<file path="src/rtl/core/wds_pkg.sv">
// Shared types, codes and widths of the weight dosing sequencer.
`timescale 1ns / 1ps

package wds_pkg;

   // Scale reading width in 0.01 g units.
   localparam int WEIGHT_BITS = 24;
   // One bit more holds any difference of two readings, either sign.
   localparam int DIFF_BITS   = WEIGHT_BITS + 1;
   localparam int GOAL_BITS   = 23;
   localparam int DELIV_BITS  = 24;
   localparam int ELAPSED_BITS = 32;
   localparam int SECONDS_BITS = 16;
   // Widest value of seconds times 1000.
   localparam int LIMIT_BITS  = 26;
   localparam int CSR_INDEX_BITS = 3;
   localparam int CSR_DATA_BITS  = 23;

   localparam logic [LIMIT_BITS-1:0] MS_PER_SEC = LIMIT_BITS'(1000);

   // Request kinds.
   localparam logic [1:0] KIND_START = 2'd0;
   localparam logic [1:0] KIND_TURN  = 2'd1;
   localparam logic [1:0] KIND_FINAL = 2'd2;

   // Result actions.
   localparam logic [1:0] ACT_NONE    = 2'd0;
   localparam logic [1:0] ACT_FORWARD = 2'd1;
   localparam logic [1:0] ACT_STOP    = 2'd2;
   localparam logic [1:0] ACT_REPORT  = 2'd3;

   // Dose status codes.
   localparam logic [1:0] ST_OK      = 2'd0;
   localparam logic [1:0] ST_NOSCALE = 2'd1;
   localparam logic [1:0] ST_TIMEOUT = 2'd2;
   localparam logic [1:0] ST_NOFOOD  = 2'd3;

   // Dose phases.
   localparam logic [1:0] PH_IDLE   = 2'd0;
   localparam logic [1:0] PH_DOSING = 2'd1;
   localparam logic [1:0] PH_FINAL  = 2'd2;

   // Configuration register indexes.
   localparam logic [CSR_INDEX_BITS-1:0] CSR_SENSING_MODE = 3'd0;
   localparam logic [CSR_INDEX_BITS-1:0] CSR_TIMEOUT      = 3'd1;
   localparam logic [CSR_INDEX_BITS-1:0] CSR_MIN_GAIN     = 3'd2;
   localparam logic [CSR_INDEX_BITS-1:0] CSR_STALL_TURNS  = 3'd3;
   localparam logic [CSR_INDEX_BITS-1:0] CSR_MAX_RETRACTS = 3'd4;

   localparam logic [SECONDS_BITS-1:0] TIMEOUT_RESET  = 16'd60;
   localparam logic [GOAL_BITS-1:0]    MIN_GAIN_RESET = 23'd50;
   localparam logic [2:0]              STALL_RESET    = 3'd4;
   localparam logic [2:0]              RETRACT_RESET  = 3'd3;

   typedef struct packed {
      logic                    sensing_mode;
      logic [LIMIT_BITS-1:0]   limit_ms;
      logic [GOAL_BITS-1:0]    min_gain;
      logic [2:0]              stall_turns;
      logic [2:0]              max_retracts;
   } cfg_type;

   typedef struct packed {
      logic [1:0]                     kind;
      logic signed [WEIGHT_BITS-1:0]  weight;
      logic                           weight_valid;
      logic [GOAL_BITS-1:0]           target_amount;
      logic [ELAPSED_BITS-1:0]        elapsed_ms;
   } req_type;

   typedef struct packed {
      logic [1:0]            action;
      logic                  reverse_first;
      logic [1:0]            status;
      logic [DELIV_BITS-1:0] delivered;
   } rsp_type;

endpackage

</file>
<file path="src/rtl/core/wds_csr.sv">
// Configuration registers of the dosing sequencer.
`timescale 1ns / 1ps

module wds_csr (
   input  logic                               clock,
   input  logic                               reset,
   input  logic                               csr_valid,
   input  logic [wds_pkg::CSR_INDEX_BITS-1:0] csr_index,
   input  logic [wds_pkg::CSR_DATA_BITS-1:0]  csr_wdata,
   output wds_pkg::cfg_type                   cfg
);

   wds_pkg::cfg_type             cfg_ff;
   wds_pkg::cfg_type             cfg_in;
   logic [wds_pkg::LIMIT_BITS-1:0] limit_ms;

   // The timeout is kept in milliseconds so the datapath only compares.
   assign limit_ms = wds_pkg::LIMIT_BITS'(csr_wdata[wds_pkg::SECONDS_BITS-1:0])
                     * wds_pkg::MS_PER_SEC;

   always_comb begin
      cfg_in = cfg_ff;
      if (csr_valid) begin
         case (csr_index)
            wds_pkg::CSR_SENSING_MODE: cfg_in.sensing_mode = csr_wdata[0];
            wds_pkg::CSR_TIMEOUT:      cfg_in.limit_ms     = limit_ms;
            wds_pkg::CSR_MIN_GAIN:     cfg_in.min_gain     = csr_wdata;
            wds_pkg::CSR_STALL_TURNS:  cfg_in.stall_turns  = csr_wdata[2:0];
            wds_pkg::CSR_MAX_RETRACTS: cfg_in.max_retracts = csr_wdata[2:0];
            default: ;
         endcase
      end
   end

   always_ff @(posedge clock) begin
      if (reset) begin
         cfg_ff.sensing_mode <= 1'b0;
         cfg_ff.limit_ms     <= wds_pkg::LIMIT_BITS'(wds_pkg::TIMEOUT_RESET)
                                * wds_pkg::MS_PER_SEC;
         cfg_ff.min_gain     <= wds_pkg::MIN_GAIN_RESET;
         cfg_ff.stall_turns  <= wds_pkg::STALL_RESET;
         cfg_ff.max_retracts <= wds_pkg::RETRACT_RESET;
      end else begin
         cfg_ff <= cfg_in;
      end
   end

   assign cfg = cfg_ff;

endmodule

</file>
<file path="src/rtl/core/wds_ctrl.sv">
// Dose state registers and the per-request decision logic.
`timescale 1ns / 1ps

module wds_ctrl (
   input  logic             clock,
   input  logic             reset,
   input  logic             advance,
   input  wds_pkg::req_type req,
   input  wds_pkg::cfg_type cfg,
   output wds_pkg::rsp_type rsp
);

   logic [1:0]                               phase_ff, phase_in;
   logic signed [wds_pkg::WEIGHT_BITS-1:0]   tare_ff, tare_in;
   logic signed [wds_pkg::WEIGHT_BITS-1:0]   prev_ff, prev_in;
   logic [wds_pkg::GOAL_BITS-1:0]            goal_ff, goal_in;
   logic signed [wds_pkg::DIFF_BITS-1:0]     run_ff, run_in;
   logic [2:0]                               ngc_ff, ngc_in;
   logic [2:0]                               rc_ff, rc_in;
   logic [1:0]                               dstat_ff, dstat_in;

   logic signed [wds_pkg::DIFF_BITS-1:0]     diff_tare, diff_prev;
   logic signed [wds_pkg::DIFF_BITS-1:0]     gain_tare, gain_prev;
   logic signed [wds_pkg::DIFF_BITS-1:0]     min_gain_s;
   logic                                     timed_out;

   // In hopper mode the weight falls as food leaves, so differences flip sign.
   assign diff_tare = wds_pkg::DIFF_BITS'(req.weight) - wds_pkg::DIFF_BITS'(tare_ff);
   assign diff_prev = wds_pkg::DIFF_BITS'(req.weight) - wds_pkg::DIFF_BITS'(prev_ff);
   assign gain_tare = cfg.sensing_mode ? -diff_tare : diff_tare;
   assign gain_prev = cfg.sensing_mode ? -diff_prev : diff_prev;
   assign min_gain_s = $signed({2'b00, cfg.min_gain});
   assign timed_out = req.elapsed_ms > wds_pkg::ELAPSED_BITS'(cfg.limit_ms);

   always_comb begin
      logic       do_head;
      logic       rev;
      logic [2:0] ngc_inc;
      logic [3:0] rc_inc;

      do_head  = 1'b0;
      rev      = 1'b0;
      ngc_inc  = ngc_ff + 3'd1;
      rc_inc   = {1'b0, rc_ff} + 4'd1;
      phase_in = phase_ff;
      tare_in  = tare_ff;
      prev_in  = prev_ff;
      goal_in  = goal_ff;
      run_in   = run_ff;
      ngc_in   = ngc_ff;
      rc_in    = rc_ff;
      dstat_in = dstat_ff;
      rsp      = '0;

      if (req.kind == wds_pkg::KIND_START) begin
         // A start aborts whatever dose is in progress.
         dstat_in = wds_pkg::ST_OK;
         ngc_in   = 3'd0;
         rc_in    = 3'd0;
         run_in   = '0;
         goal_in  = req.target_amount;
         if (!req.weight_valid) begin
            dstat_in   = wds_pkg::ST_NOSCALE;
            phase_in   = wds_pkg::PH_IDLE;
            rsp.action = wds_pkg::ACT_REPORT;
            rsp.status = wds_pkg::ST_NOSCALE;
         end else begin
            tare_in = req.weight;
            prev_in = req.weight;
            do_head = 1'b1;
         end
      end else if (req.kind == wds_pkg::KIND_TURN && phase_ff == wds_pkg::PH_DOSING) begin
         if (!req.weight_valid) begin
            dstat_in   = wds_pkg::ST_NOSCALE;
            phase_in   = wds_pkg::PH_FINAL;
            rsp.action = wds_pkg::ACT_STOP;
            rsp.status = wds_pkg::ST_NOSCALE;
         end else begin
            run_in  = gain_tare;
            prev_in = req.weight;
            do_head = 1'b1;
            if (gain_prev < min_gain_s) begin
               ngc_in = ngc_inc;
               if (ngc_inc >= cfg.stall_turns) begin
                  // Stalled long enough: reverse once, or give up past the limit.
                  ngc_in = 3'd0;
                  rc_in  = rc_inc[3] ? 3'd7 : rc_inc[2:0];
                  if (rc_inc > {1'b0, cfg.max_retracts}) begin
                     do_head    = 1'b0;
                     dstat_in   = wds_pkg::ST_NOFOOD;
                     phase_in   = wds_pkg::PH_FINAL;
                     rsp.action = wds_pkg::ACT_STOP;
                     rsp.status = wds_pkg::ST_NOFOOD;
                  end else begin
                     rev = 1'b1;
                  end
               end
            end else begin
               ngc_in = 3'd0;
            end
         end
      end else if (req.kind == wds_pkg::KIND_FINAL && phase_ff == wds_pkg::PH_FINAL) begin
         if (req.weight_valid) begin
            run_in = gain_tare;
         end
         phase_in   = wds_pkg::PH_IDLE;
         rsp.action = wds_pkg::ACT_REPORT;
         rsp.status = dstat_ff;
         // The running amount never exceeds the report width, so only zero clamps.
         rsp.delivered = (run_in <= 0) ? '0 : run_in[wds_pkg::DELIV_BITS-1:0];
      end

      if (do_head) begin
         rsp.reverse_first = rev;
         if (run_in >= $signed({2'b00, goal_in})) begin
            phase_in   = wds_pkg::PH_FINAL;
            rsp.action = wds_pkg::ACT_STOP;
            rsp.status = dstat_in;
         end else if (timed_out) begin
            dstat_in   = wds_pkg::ST_TIMEOUT;
            phase_in   = wds_pkg::PH_FINAL;
            rsp.action = wds_pkg::ACT_STOP;
            rsp.status = wds_pkg::ST_TIMEOUT;
         end else begin
            phase_in   = wds_pkg::PH_DOSING;
            rsp.action = wds_pkg::ACT_FORWARD;
         end
      end
   end

   always_ff @(posedge clock) begin
      if (reset) begin
         phase_ff <= wds_pkg::PH_IDLE;
         ngc_ff   <= 3'd0;
         rc_ff    <= 3'd0;
         dstat_ff <= wds_pkg::ST_OK;
      end else if (advance) begin
         phase_ff <= phase_in;
         ngc_ff   <= ngc_in;
         rc_ff    <= rc_in;
         dstat_ff <= dstat_in;
      end
   end

   // Weights and amounts are always rewritten by a start before they are used.
   always_ff @(posedge clock) begin
      if (advance) begin
         tare_ff <= tare_in;
         prev_ff <= prev_in;
         goal_ff <= goal_in;
         run_ff  <= run_in;
      end
   end

endmodule

</file>
<file path="src/rtl/core/weight_dosing_sequencer_core.sv">
// Top level of the weight dosing sequencer.
`timescale 1ns / 1ps

// Closed-loop feeder dosing by weight. Requests arrive on the req_ channel:
// a start request carries the tare reading and the target, each later request
// carries the scale reading taken after one forward quarter-turn, and a final
// request carries the settled reading after the motor stops. For every request
// the rsp_ channel returns exactly one result: turn forward (with an optional
// half-turn reverse first), stop and take a final reading, or a dose report
// with status and delivered amount. Requests that do not fit the current phase
// return an all-zero result.
// A request is captured in an input register and decided as it moves into the
// output register, which raises rsp_valid; it moves on once the output register
// is free or emptying, so a stalled receiver can hold it in the input register.
// With every result taken, one request per cycle is sustained, since the state
// update is a single compare-and-subtract pass; the output register lets a new
// request enter while the previous result still waits. When the receiver
// stalls, the input register fills and then req_ready drops until rsp_ready
// returns. The csr_ channel is always ready; writes go to the register index
// given and are meant to happen while no request is in flight.
// Synchronous reset empties both registers, sets the phase to idle and loads
// the default configuration.
module weight_dosing_sequencer_core (
   input  logic                                  clock,
   input  logic                                  reset,
   input  logic                                  req_valid,
   output logic                                  req_ready,
   input  logic [1:0]                            req_kind,
   input  logic signed [wds_pkg::WEIGHT_BITS-1:0] req_weight,
   input  logic                                  req_weight_valid,
   input  logic [wds_pkg::GOAL_BITS-1:0]         req_target_amount,
   input  logic [wds_pkg::ELAPSED_BITS-1:0]      req_elapsed_ms,
   output logic                                  rsp_valid,
   input  logic                                  rsp_ready,
   output logic [1:0]                            rsp_action,
   output logic                                  rsp_reverse_first,
   output logic [1:0]                            rsp_status,
   output logic [wds_pkg::DELIV_BITS-1:0]        rsp_delivered,
   input  logic                                  csr_valid,
   output logic                                  csr_ready,
   input  logic [wds_pkg::CSR_INDEX_BITS-1:0]    csr_index,
   input  logic [wds_pkg::CSR_DATA_BITS-1:0]     csr_wdata
);

   wds_pkg::cfg_type cfg;
   wds_pkg::req_type req_ff;
   wds_pkg::rsp_type rsp_next;
   wds_pkg::rsp_type rsp_ff;
   logic             req_vld_ff, req_vld_in;
   logic             rsp_vld_ff, rsp_vld_in;
   logic             advance;
   logic             req_fire;

   // The held request moves on whenever the output register is free or emptying.
   assign advance   = req_vld_ff & (~rsp_vld_ff | rsp_ready);
   assign req_ready = ~req_vld_ff | advance;
   assign req_fire  = req_valid & req_ready;
   assign csr_ready = 1'b1;

   assign req_vld_in = req_fire | (req_vld_ff & ~advance);
   assign rsp_vld_in = advance | (rsp_vld_ff & ~rsp_ready);

   always_ff @(posedge clock) begin
      if (reset) begin
         req_vld_ff <= 1'b0;
         rsp_vld_ff <= 1'b0;
      end else begin
         req_vld_ff <= req_vld_in;
         rsp_vld_ff <= rsp_vld_in;
      end
   end

   always_ff @(posedge clock) begin
      if (req_fire) begin
         req_ff.kind          <= req_kind;
         req_ff.weight        <= req_weight;
         req_ff.weight_valid  <= req_weight_valid;
         req_ff.target_amount <= req_target_amount;
         req_ff.elapsed_ms    <= req_elapsed_ms;
      end
      if (advance) begin
         rsp_ff <= rsp_next;
      end
   end

   wds_csr u_csr (
      .clock     (clock),
      .reset     (reset),
      .csr_valid (csr_valid),
      .csr_index (csr_index),
      .csr_wdata (csr_wdata),
      .cfg       (cfg)
   );

   wds_ctrl u_ctrl (
      .clock   (clock),
      .reset   (reset),
      .advance (advance),
      .req     (req_ff),
      .cfg     (cfg),
      .rsp     (rsp_next)
   );

   assign rsp_valid         = rsp_vld_ff;
   assign rsp_action        = rsp_ff.action;
   assign rsp_reverse_first = rsp_ff.reverse_first;
   assign rsp_status        = rsp_ff.status;
   assign rsp_delivered     = rsp_ff.delivered;

endmodule

</file>
<file path="config.mk">
export PLATFORM = sky130hd
export DESIGN_NAME = weight_dosing_sequencer_core
export DESIGN_NICKNAME = d
export VERILOG_FILES = /design/src/rtl/core/wds_pkg.sv /design/src/rtl/core/wds_csr.sv /design/src/rtl/core/wds_ctrl.sv /design/src/rtl/core/weight_dosing_sequencer_core.sv
export SDC_FILE = /design/constraint.sdc
export NUM_CORES = 1
export LEC_CHECK = 0
export BUFFER_PORTS_ARGS = -buffer_cell sky130_fd_sc_hd__buf_2
export CAP_MARGIN = 20
export CORE_MARGIN = 3
export CORE_UTILIZATION = 40
export DETAILED_ROUTE_END_ITERATION = 8
export PLACE_DENSITY_LB_ADDON = 0.12
export SLEW_MARGIN = 20
export SYNTH_ARGS = -nofsm -noshare
export SYNTH_HDL_FRONTEND = slang
export SYNTH_HIERARCHICAL = 1
export SYNTH_SLANG_ARGS = --single-unit
</file>
<file path="constraint.sdc">
create_clock -name clock -period 7.44 [get_ports clock]
set_clock_uncertainty 0.1 [all_clocks]
set_input_delay 1.488 -clock clock [delete_from_list [all_inputs] [get_ports clock]]
set_output_delay 1.488 -clock clock [all_outputs]
set_load 0.05 [all_outputs]
</file>
* Word-level counts from Yosys, hierarchy flattened
Index checks and enable logic that the tools add are counted.
Cells by class: reduce and logical (&&, ||, !) cells 21, bitwise logic cells 18, multiply operators 1, mux-type cells 76, eq/ne operators 12, order comparisons 6, add/subtract/negate cells 6
Operators by type and width (number):
- $mux W25 | 9
- $mux W24 | 4
- $mux W2 | 36
- $neg A25 Y25 | 2
- $sub A24 B24 Y25 | 2
- $mux W3 | 11
- $gt A32 B26 Y1 | 1
- $mux W26 | 1
- $ge A25 B24 Y1 | 1
- $le A25 B1 Y1 const B | 1
- $lt A25 B24 Y1 | 1
- $mul A16 B7 Y23 const B | 1
- $mux W23 | 1
- $mux W1 | 13
- $ne A4 B4 Y1 const B | 3
- $reduce_and A2 Y1 | 6
- $not A1 Y1 | 10
- $reduce_bool A2 Y1 | 4
- $eq A3 B2 Y1 const B | 2
- $reduce_and A3 Y1 | 2
- $reduce_and A6 Y1 | 1
- $reduce_or A6 Y1 | 1
- $mux W5 | 1
- $reduce_and A5 Y1 | 1
- other kinds (16) | 25
Storage, ports and cells: output and inout bits 32, logic and storage cells 164, register bits 272, input port bits 113

* Logic depth before layout (Yosys ltp)
Gate-level depths: netlist of run 1.
depth after elaboration 15, depth in mapped cells 28, gate-level depth less buffers 28

* Modules after synthesis
The synthesis of run 1 kept the hierarchy.
By module, submodules not included:
- wds_ctrl | cells an instance 1332, seq. area each 3083.0 sq um, times used 1, area an instance 11217.0 sq um
- wds_csr | cells an instance 523, seq. area each 1061.0 sq um, times used 1, area an instance 4603.2 sq um
- weight_dosing_sequencer_core | cells an instance 123, seq. area each 3373.2 sq um, times used 1, area an instance 3448.3 sq um

* Least setup slack after synthesis of run 1
OpenSTA, ideal clock, no wires.
path type input to register, start point input csr_wdata[9] (netlist name), end point register u_csr.cfg_ff (netlist bit u_csr/cfg[54]), library setup time 0.122 ns, path buffers 0, stages on the path 15, data arrival time 5.261 ns, slack 1.957 ns, cell sequence inv_1 > fa_1 > fa_1 > inv_1 > fa_1 > inv_1 > fa_1 > inv_1 > ha_1 > a21oi_1 > o21bai_1 > a211o_1 > a21oi_1 > a2111oi_2 > nand3b_1
Between the ends: longest elaborated chain between the ends 1
RTL lines:
- start: declaration | RTL line weight_dosing_sequencer_core.sv:42 | input logic [wds_pkg::CSR_DATA_BITS-1:0] csr_wdata
- $mul A16 B7 Y23 | RTL line wds_csr.sv:19 | * wds_pkg::MS_PER_SEC;
- end signal: assignment | RTL line wds_csr.sv:44 | cfg_ff <= cfg_in;
- end: declaration | RTL line wds_csr.sv:13 | wds_pkg::cfg_type cfg_ff;
No other way between the ends. A chain may end at the register's enable or synchronous reset.

* Worst setup path after layout of run 1
start point register req_ff[56] (netlist name), end point register u_ctrl.dstat_ff[0]
Between the ends: longest elaborated chain between the ends 13
RTL lines:
- start: declaration | RTL line weight_dosing_sequencer_core.sv:46 | wds_pkg::req_type req_ff;
- $sub A24 B24 Y25 (*) | RTL line wds_ctrl.sv:28 | assign diff_tare = wds_pkg::DIFF_BITS'(req.weight) - wds_pkg::DIFF_BITS'(tare_ff);
- $neg A25 Y25 | RTL line wds_ctrl.sv:30 | assign gain_tare = cfg.sensing_mode ? -diff_tare : diff_tare;
- $mux W25 (*) | RTL line wds_ctrl.sv:30
- $mux W25 (*) | RTL line wds_ctrl.sv:73, wds_ctrl.sv:103
- $mux W25 | RTL line wds_ctrl.sv:102 | end else if (req.kind == wds_pkg::KIND_FINAL && phase_ff == wds_pkg::PH_FINAL) begin
- $mux W25 | RTL line wds_ctrl.sv:72 | end else if (req.kind == wds_pkg::KIND_TURN && phase_ff == wds_pkg::PH_DOSING) begin
- $mux W25 | RTL line wds_ctrl.sv:55 | if (req.kind == wds_pkg::KIND_START) begin
- $mux W25 | RTL line wds_ctrl.sv:102
- $mux W25 (*) | RTL line wds_ctrl.sv:72
- $mux W25 (*) | RTL line wds_ctrl.sv:55
- named net u_ctrl.run_in, one bit | RTL line wds_ctrl.sv:17 | logic signed [wds_pkg::DIFF_BITS-1:0] run_ff, run_in;
- $ge A25 B24 Y1 (*) | RTL line wds_ctrl.sv:115 | if (run_in >= $signed({2'b00, goal_in})) begin
- $mux W2 (*) | RTL line wds_ctrl.sv:115
- $mux W2 (*) | RTL line wds_ctrl.sv:113 | if (do_head) begin
- end signal: assignment | RTL line wds_ctrl.sv:136 | dstat_ff <= wds_pkg::ST_OK;
- end signal: assignment | RTL line wds_ctrl.sv:141 | dstat_ff <= dstat_in;
- end: declaration | RTL line wds_ctrl.sv:20 | logic [1:0] dstat_ff, dstat_in;
The timed path passes the listed nets; every way through them passes the cells marked *. The select of a mux whose other input is x is not followed.

==> flow_metrics.py, run 1 <==
metrics = {
    "synthesis": {
        "ys_seq_elements": 272,
        "synth_edf_count": 207,
        "synth_flop_cell": "edfxtp_1",
        "synth_compound_area_frac": 0.1780,
        "syn_inst": 1978,
        "synth_area_leaders": "edfxtp_1 32%, ha_1 12%, dfxtp_1 6.8%",
        "netlist_area_mm2": 0.01927,
        "yosys_warnings": 6,
        "ys_top_cells_by_count": "227 x inv_1, 207 x edfxtp_1, 182 x ha_1",
        "synth_mux_area_frac": 0.02032,
        "synth_xor_area_frac": 0.03682,
        "seq_area_frac_synth": 0.3901,
        "synth_top_area_frac": 0.3226,
        "synth_top_area_cell": "edfxtp_1",
        "synth_cell_types": 97,
        "syn_area_per_cell_um2": 9.741,
        "yosys.area_share.simple": 0.1376,
        "synth_top_family_by_area": "compound AO/OA/AOI/OAI gates",
        "synthAdderAreaFrac": 0.1764,
        "synth_most_common_cell": "inv_1",
        "synthArstFlopShare": 0,
    },
    "clock_tree": {
        "ctsResizeCount": 0,
        "cts_hold_buf": 0,
        "cts-buffers-inserted": 34,
        "cts_buffer_depth": 3,
        "post_cts_buffers": 0,
        "clk_latency_ps": 540,
        "cts_root_buf": "clkbuf_16",
        "clk_pin_slew_ps": 60,
        "htree_levels": 2,
        "cts_tree": "done",
        "clkSinkCount": 272,
    },
    "power": {
        "p_int_uw": 3398,
        "netSwitchingPower_uw": 1743,
        "powerDensity_mw_per_mm2": 237.0,
        "peakVddDrop_v": 0.0001478,
        "combPwrFrac": 0.331,
        "netSwitchingFraction": 0.3390,
        "p_seq_frac": 0.340,
        "p_leak_uw": 0.009091,
        "clkPwrFrac": 0.329,
    },
    "setup_path": {
        "slowest_stage": "nor4_1",
        "start_kind": "flop",
        "end_kind": "flop",
        "crit_required_ps": 7720,
        "cp_slowest_stage_delay_ps": 410,
        "cp_max_fo": 7,
        "path_class": "reg -> reg",
        "worstPathArrival_ps": 6790,
    },
    "sta": {
        "fin_crit_ps": 6503,
        "setup_viol": 0,
        "drv_slew": 0,
        "fmax_mhz": 153.8,
        "tns_ps": 0,
        "worst_slew_pin_slew_ps": 1016,
        "max-slew-margin-rel": 0.3117,
        "rsz0062_at_grt": "false",
        "hold_viol": 0,
        "finalCritPeriodShare": 0.8740,
        "fin_ws_ps": 937.2,
    },
    "global_routing": {
        "antenna_found_initial": 0,
        "grt_pass1_vias": 14410,
        "grt_max_degree": 70,
        "grtUsageTotal": 0.1947,
        "gr-total-overflow": 0,
        "grt_pass1_wl_um": 78640,
    },
    "hold_path": {
        "hp-class": "reg -> reg",
    },
    "final_layout": {
        "syn_to_final_growth_pct": 12.57,
        "antenna_cells": 0,
        "num-nets-final": 2450,
        "drive_above_1_share": 0.1183,
        "final_util": 0.4610,
        "fillCellCount": 4523,
        "final_area_mm2": 0.02169,
    },
    "floorplan": {
        "core_mm2": 0.04705,
        "die_h_um": 225.5,
        "initial_utilization": 0.4095,
        "die_w_um": 225.5,
        "rows": 79,
        "die-area_mm2": 0.05084,
        "ios": 145,
    },
    "detailed_routing": {
        "avgViaCountPerCell": 5.423,
        "dr.pass1.iters": 5,
        "ant_nets": 0,
        "vias": 14800,
        "drc": 0,
        "drt_iter0_drc": 817,
        "wirelength_um": 49280,
        "post_drt_wl_per_cell_um": 18.07,
    },
    "status": {
        "status": "finished, final reports clean",
    },
    "placed_design": {
        "hpwlAfterDp_um": 37810,
        "dp_slack_ps": 1008,
        "post_dp_cell_area_mm2": 0.02055,
        "portBuffers": 143,
        "place_congestion": 0.9121,
    },
    "run": {
        "maxCapViolCount": 0,
    },
}
==> sequential cells by signal, summed over array words and instances, names as in the netlist, 3 cells and up <==
signal and count:
u_ctrl/prev_ff 24, u_ctrl/rc_ff 3, u_ctrl/goal_ff 23, u_ctrl/tare_ff 24, u_ctrl/run_ff 25, rsp_delivered 24, u_csr/cfg 53, req_ff 82
u_ctrl/ngc_ff 3
==> critical path: cells and delay by family, from the launching register on <==
family,cells,cell delay (ps)
adder cells (fa/ha/maj),3,930
AO/OA/AOI/OAI,15,3660
XOR/XNOR,2,370
buffers and inverters,3,200
flip-flops,1,400
AND/OR/NAND/NOR,5,710
==> path summary, 6_finish.rpt <==
| kind | from | end | slack, ps | cells past startpoint |
|---|---|---|---|---|
| max | req_ff[56] | u_ctrl/dstat_ff[0] | 940 | 28 |
| min reg2reg | u_csr/cfg[45] | u_csr/cfg[45] | 360 | 2 |
| min | u_csr/cfg[45] | u_csr/cfg[45] | 360 | 2 |
| max reg2reg | req_ff[56] | u_ctrl/dstat_ff[0] | 940 | 28 |
==> metal layers <==
metal	part of all wire	vias up	track usage
met4	0.024	0	0.06089
li1	-	7352	-
met5	0	-	0
met2	0.46	358	0.3133
met1	0.46	7018	0.2692
met3	0.056	67	0.03296
==> cell usage in the layout (no fill, tap or decap), types with 7 or more instances in the layout <==
| cell | instances |
|---|---|
| inv_1 | 227 |
| edfxtp_1 | 207 |
| ha_1 | 182 |
| nand2_1 | 173 |
| nor2_1 | 145 |
| a21oi_1 | 144 |
| buf_2 | 143 |
| dfxtp_1 | 65 |
| o21ai_0 | 63 |
| fa_1 | 56 |
| xnor2_1 | 46 |
| a211oi_1 | 44 |
| mux2i_1 | 38 |
| a21o_1 | 38 |
| nand3_1 | 35 |
| xor2_1 | 35 |
| clkbuf_16 | 34 |
| nor3_1 | 24 |
| o21a_1 | 24 |
| nand4_1 | 24 |
| o211ai_1 | 21 |
| and3_1 | 18 |
| o21ai_1 | 17 |
| and2_1 | 17 |
| o31ai_1 | 16 |
| a31oi_1 | 15 |
| nor2b_1 | 15 |
| or3_1 | 14 |
| buf_4 | 13 |
| nand2b_1 | 12 |
| o2111ai_1 | 11 |
| nor4_1 | 11 |
| o21bai_1 | 10 |
| a211o_1 | 9 |
| clkinv_2 | 7 |
| clkinv_1 | 7 |
| o31a_1 | 7 |
| or2_2 | 7 |
==> power by group through the flow <==
stage	clock, uW	sequential (uW)	combinational (uW)
final	1690	1750	1700
after global routing	1810	1760	1930
after CTS	1750	1750	1690
after detailed placement	0	1780	1670
after global placement	0	1780	1650
after floorplan	0	1780	1230
==> cells by family after synthesis <==
kind of cell               count (synthesis)
and+or+nand+nor                          543
AOI/OAI and AO/OA                        502
buffers and inverters                    301
DFF                                      272
adders and majority gates                238
xor gates and xnor gates                  81
muxes                                     39
other                                      2
==> through the flow <==
stage | instances | total power [uW] | hold slack, ps
finish | 2728 | 5140 | 356.7
global route | 2728 | 5487 | 383.8
CTS | 2728 | 5185 | 356.0
detailed placement | 2670 | 3452 | 347.5
global placement | 2670 | 3434 | 345.4
floorplan | 1980 | 3016 | 331.9
==> final cells by class <==
type	count	area, um^2	area share
Clock inverter	22	270.3	0.01246
Inverter	228	855.8	0.03946
Multi-Input combinational cell	1407	10620	0.4894
Timing Repair Buffer	156	813.3	0.03750
Tap cell	607	759.5	0.03502
Sequential cell	272	7517	0.3466
Clock buffer	36	858.3	0.03957
Note: power is estimated with default switching activity, not from simulation.
==> run 2: changes to the inputs <==
CTS_BUF_LIST = sky130_fd_sc_hd__clkbuf_4   (was not set)
==> run 2 against run 1 <==
Against the previous run:
- register-to-register slack better by 70 ps
- largest cell class unchanged
- worst hold slack improved by 1.8 ps
- final cell count up 3.1%
- highest routed layer unchanged
- cell area fell by 0.69%
- fmax is 1.2% higher
- flip-flop and latch count is the same
- combinational power hardly changed
- non-clock buffer count is the same
- core utilization fell by 0.32 points
- via count is 2.1% higher
- first-iteration DRC count shrank 12%
- die area unchanged
- largest power group unchanged
==> flow_metrics.py, run 2 (same netlist as run 1, synthesis figures left out) <==
metrics = {
    "global_routing": {
        "antenna_found_initial": 2,
        "gr-total-overflow": 0,
        "grt_max_degree": 70,
        "grt_pass1_vias": 14850,
        "grt_pass1_wl_um": 79560,
        "grtUsageTotal": 0.1976,
    },
    "hold_path": {
        "hp-class": "reg -> reg",
        "min_delay_path_depth": 2,
    },
    "sta": {
        "drv_slew": 0,
        "tns_ps": 0,
        "rsz0062_at_grt": "false",
        "setup_viol": 0,
        "hold_viol": 0,
        "max-slew-margin-rel": 0.2802,
        "fin_crit_ps": 6429,
        "worst_slew_pin_slew_ps": 1063,
        "fmax_mhz": 155.6,
        "finalCritPeriodShare": 0.8641,
    },
    "clock_tree": {
        "cts_buffer_depth": 3,
        "ctsResizeCount": 0,
        "clkSinkCount": 272,
        "htree_levels": 3,
        "cts_hold_buf": 0,
        "post_cts_buffers": 0,
        "cts-buffers-inserted": 79,
        "clk_pin_slew_ps": 70,
        "clk_latency_ps": 790,
        "cts_tree": "done",
        "cts_root_buf": "clkbuf_4",
    },
    "detailed_routing": {
        "drc": 0,
        "dr.pass1.iters": 7,
        "avgViaCountPerCell": 5.373,
        "post_drt_wl_per_cell_um": 17.70,
        "vias": 15110,
        "wirelength_um": 49780,
        "drt_iter0_drc": 719,
        "ant_nets": 0,
    },
    "setup_path": {
        "slowest_stage": "nor4_1",
        "r2r_cells": 28,
        "cp_slowest_stage_delay_ps": 420,
        "end_kind": "flop",
        "cp_max_fo": 7,
        "crit_required_ps": 7980,
        "path_class": "reg -> reg",
        "worstPathArrival_ps": 6970,
        "start_kind": "flop",
    },
    "power": {
        "p_int_uw": 3074,
        "combPwrFrac": 0.352,
        "p_seq_frac": 0.362,
        "p_leak_uw": 0.009110,
        "netSwitchingPower_uw": 1746,
        "netSwitchingFraction": 0.3623,
        "peakVddDrop_v": 0.0001267,
        "powerDensity_mw_per_mm2": 223.8,
        "clkPwrFrac": 0.286,
    },
    "floorplan": {
        "rows": 79,
        "initial_utilization": 0.4095,
        "die_h_um": 225.5,
        "core_mm2": 0.04705,
        "die-area_mm2": 0.05084,
        "die_w_um": 225.5,
        "ios": 145,
    },
    "final_layout": {
        "syn_to_final_growth_pct": 11.79,
        "final_util": 0.4578,
        "final_common_cell": "inv_1",
        "regMostFlops": "req_ff",
        "largest_register_ffs": 82,
        "final_cell_mix": "227 x inv_1, 207 x edfxtp_1, 182 x ha_1",
        "num-nets-final": 2495,
        "drive_above_1_share": 0.1451,
    },
    "placed_design": {
        "portBuffers": 143,
        "hpwlAfterDp_um": 37810,
        "place_congestion": 0.9121,
    },
    "run": {
        "maxCapViolCount": 0,
    },
    "status": {
        "status": "finished, final reports clean",
    },
}
[run 2: power by group through the flow]
stage          Combinational (uW)  Sequential [uW]  Clock (uW)
6_report                     1700             1750        1380
5_1_grt                      1930             1750        1530
4_1_cts                      1690             1750        1440
3_5_place_dp                 1670             1780           0
3_3_place_gp                 1650             1780           0
2_1_floorplan                1230             1780           0
[run 2: through the flow]
stage | hold WS (ps) | area (um^2) | power, uW | setup slack [ps] | std cells
2_1_floorplan | 331.9 | 19280 | 3016 | 1957 | 1980
3_3_place_gp | 345.4 | 20550 | 3434 | 1215 | 2670
3_5_place_dp | 347.5 | 20550 | 3452 | 1008 | 2670
4_1_cts | 357.9 | 21520 | 4883 | 972.0 | 2806
5_1_grt | 385.2 | 21540 | 5205 | 464.6 | 2812
6_report | 358.5 | 21540 | 4820 | 1011 | 2812
[run 2: worst paths after layout]
kind	startpoint	end	slack, ps
min	u_csr/cfg[45]	u_csr/cfg[45]	360
max	req_ff[56]	u_ctrl/dstat_ff[0]	1010
max reg2reg	req_ff[56]	u_ctrl/dstat_ff[0]	1010
min reg2reg	u_csr/cfg[45]	u_csr/cfg[45]	360
[run 2: metal layers]
layer,vias to the layer above,GRT usage,wire length [um]
li1,7509,-,-
met1,7140,0.2665,23040
met2,376,0.3152,22730
met3,83,0.04403,2692
met4,0,0.06704,1318
met5,-,0,0
[run 2: critical path, delay by kind of cell, from the launching register on]
| family | cells | cell delay (ps) |
|---|---|---|
| compound gates | 15 | 3590 |
| xor+xnor | 2 | 370 |
| simple gates | 5 | 700 |
| flops | 1 | 400 |
| fa+ha+maj | 3 | 930 |
| buf+inv | 3 | 200 |
[run 2: final cells by class]
cell class / count / area, um^2
multi-input combinational: 1407 / 10620
inverter: 228 / 855.8
antenna: 6 / 15.01
clock inverter: 25 / 131.4
clock buffer: 111 / 833.3
sequential: 272 / 7517
timing repair buffer: 156 / 813.3
tap: 607 / 759.5
fill: 4568 / 25510
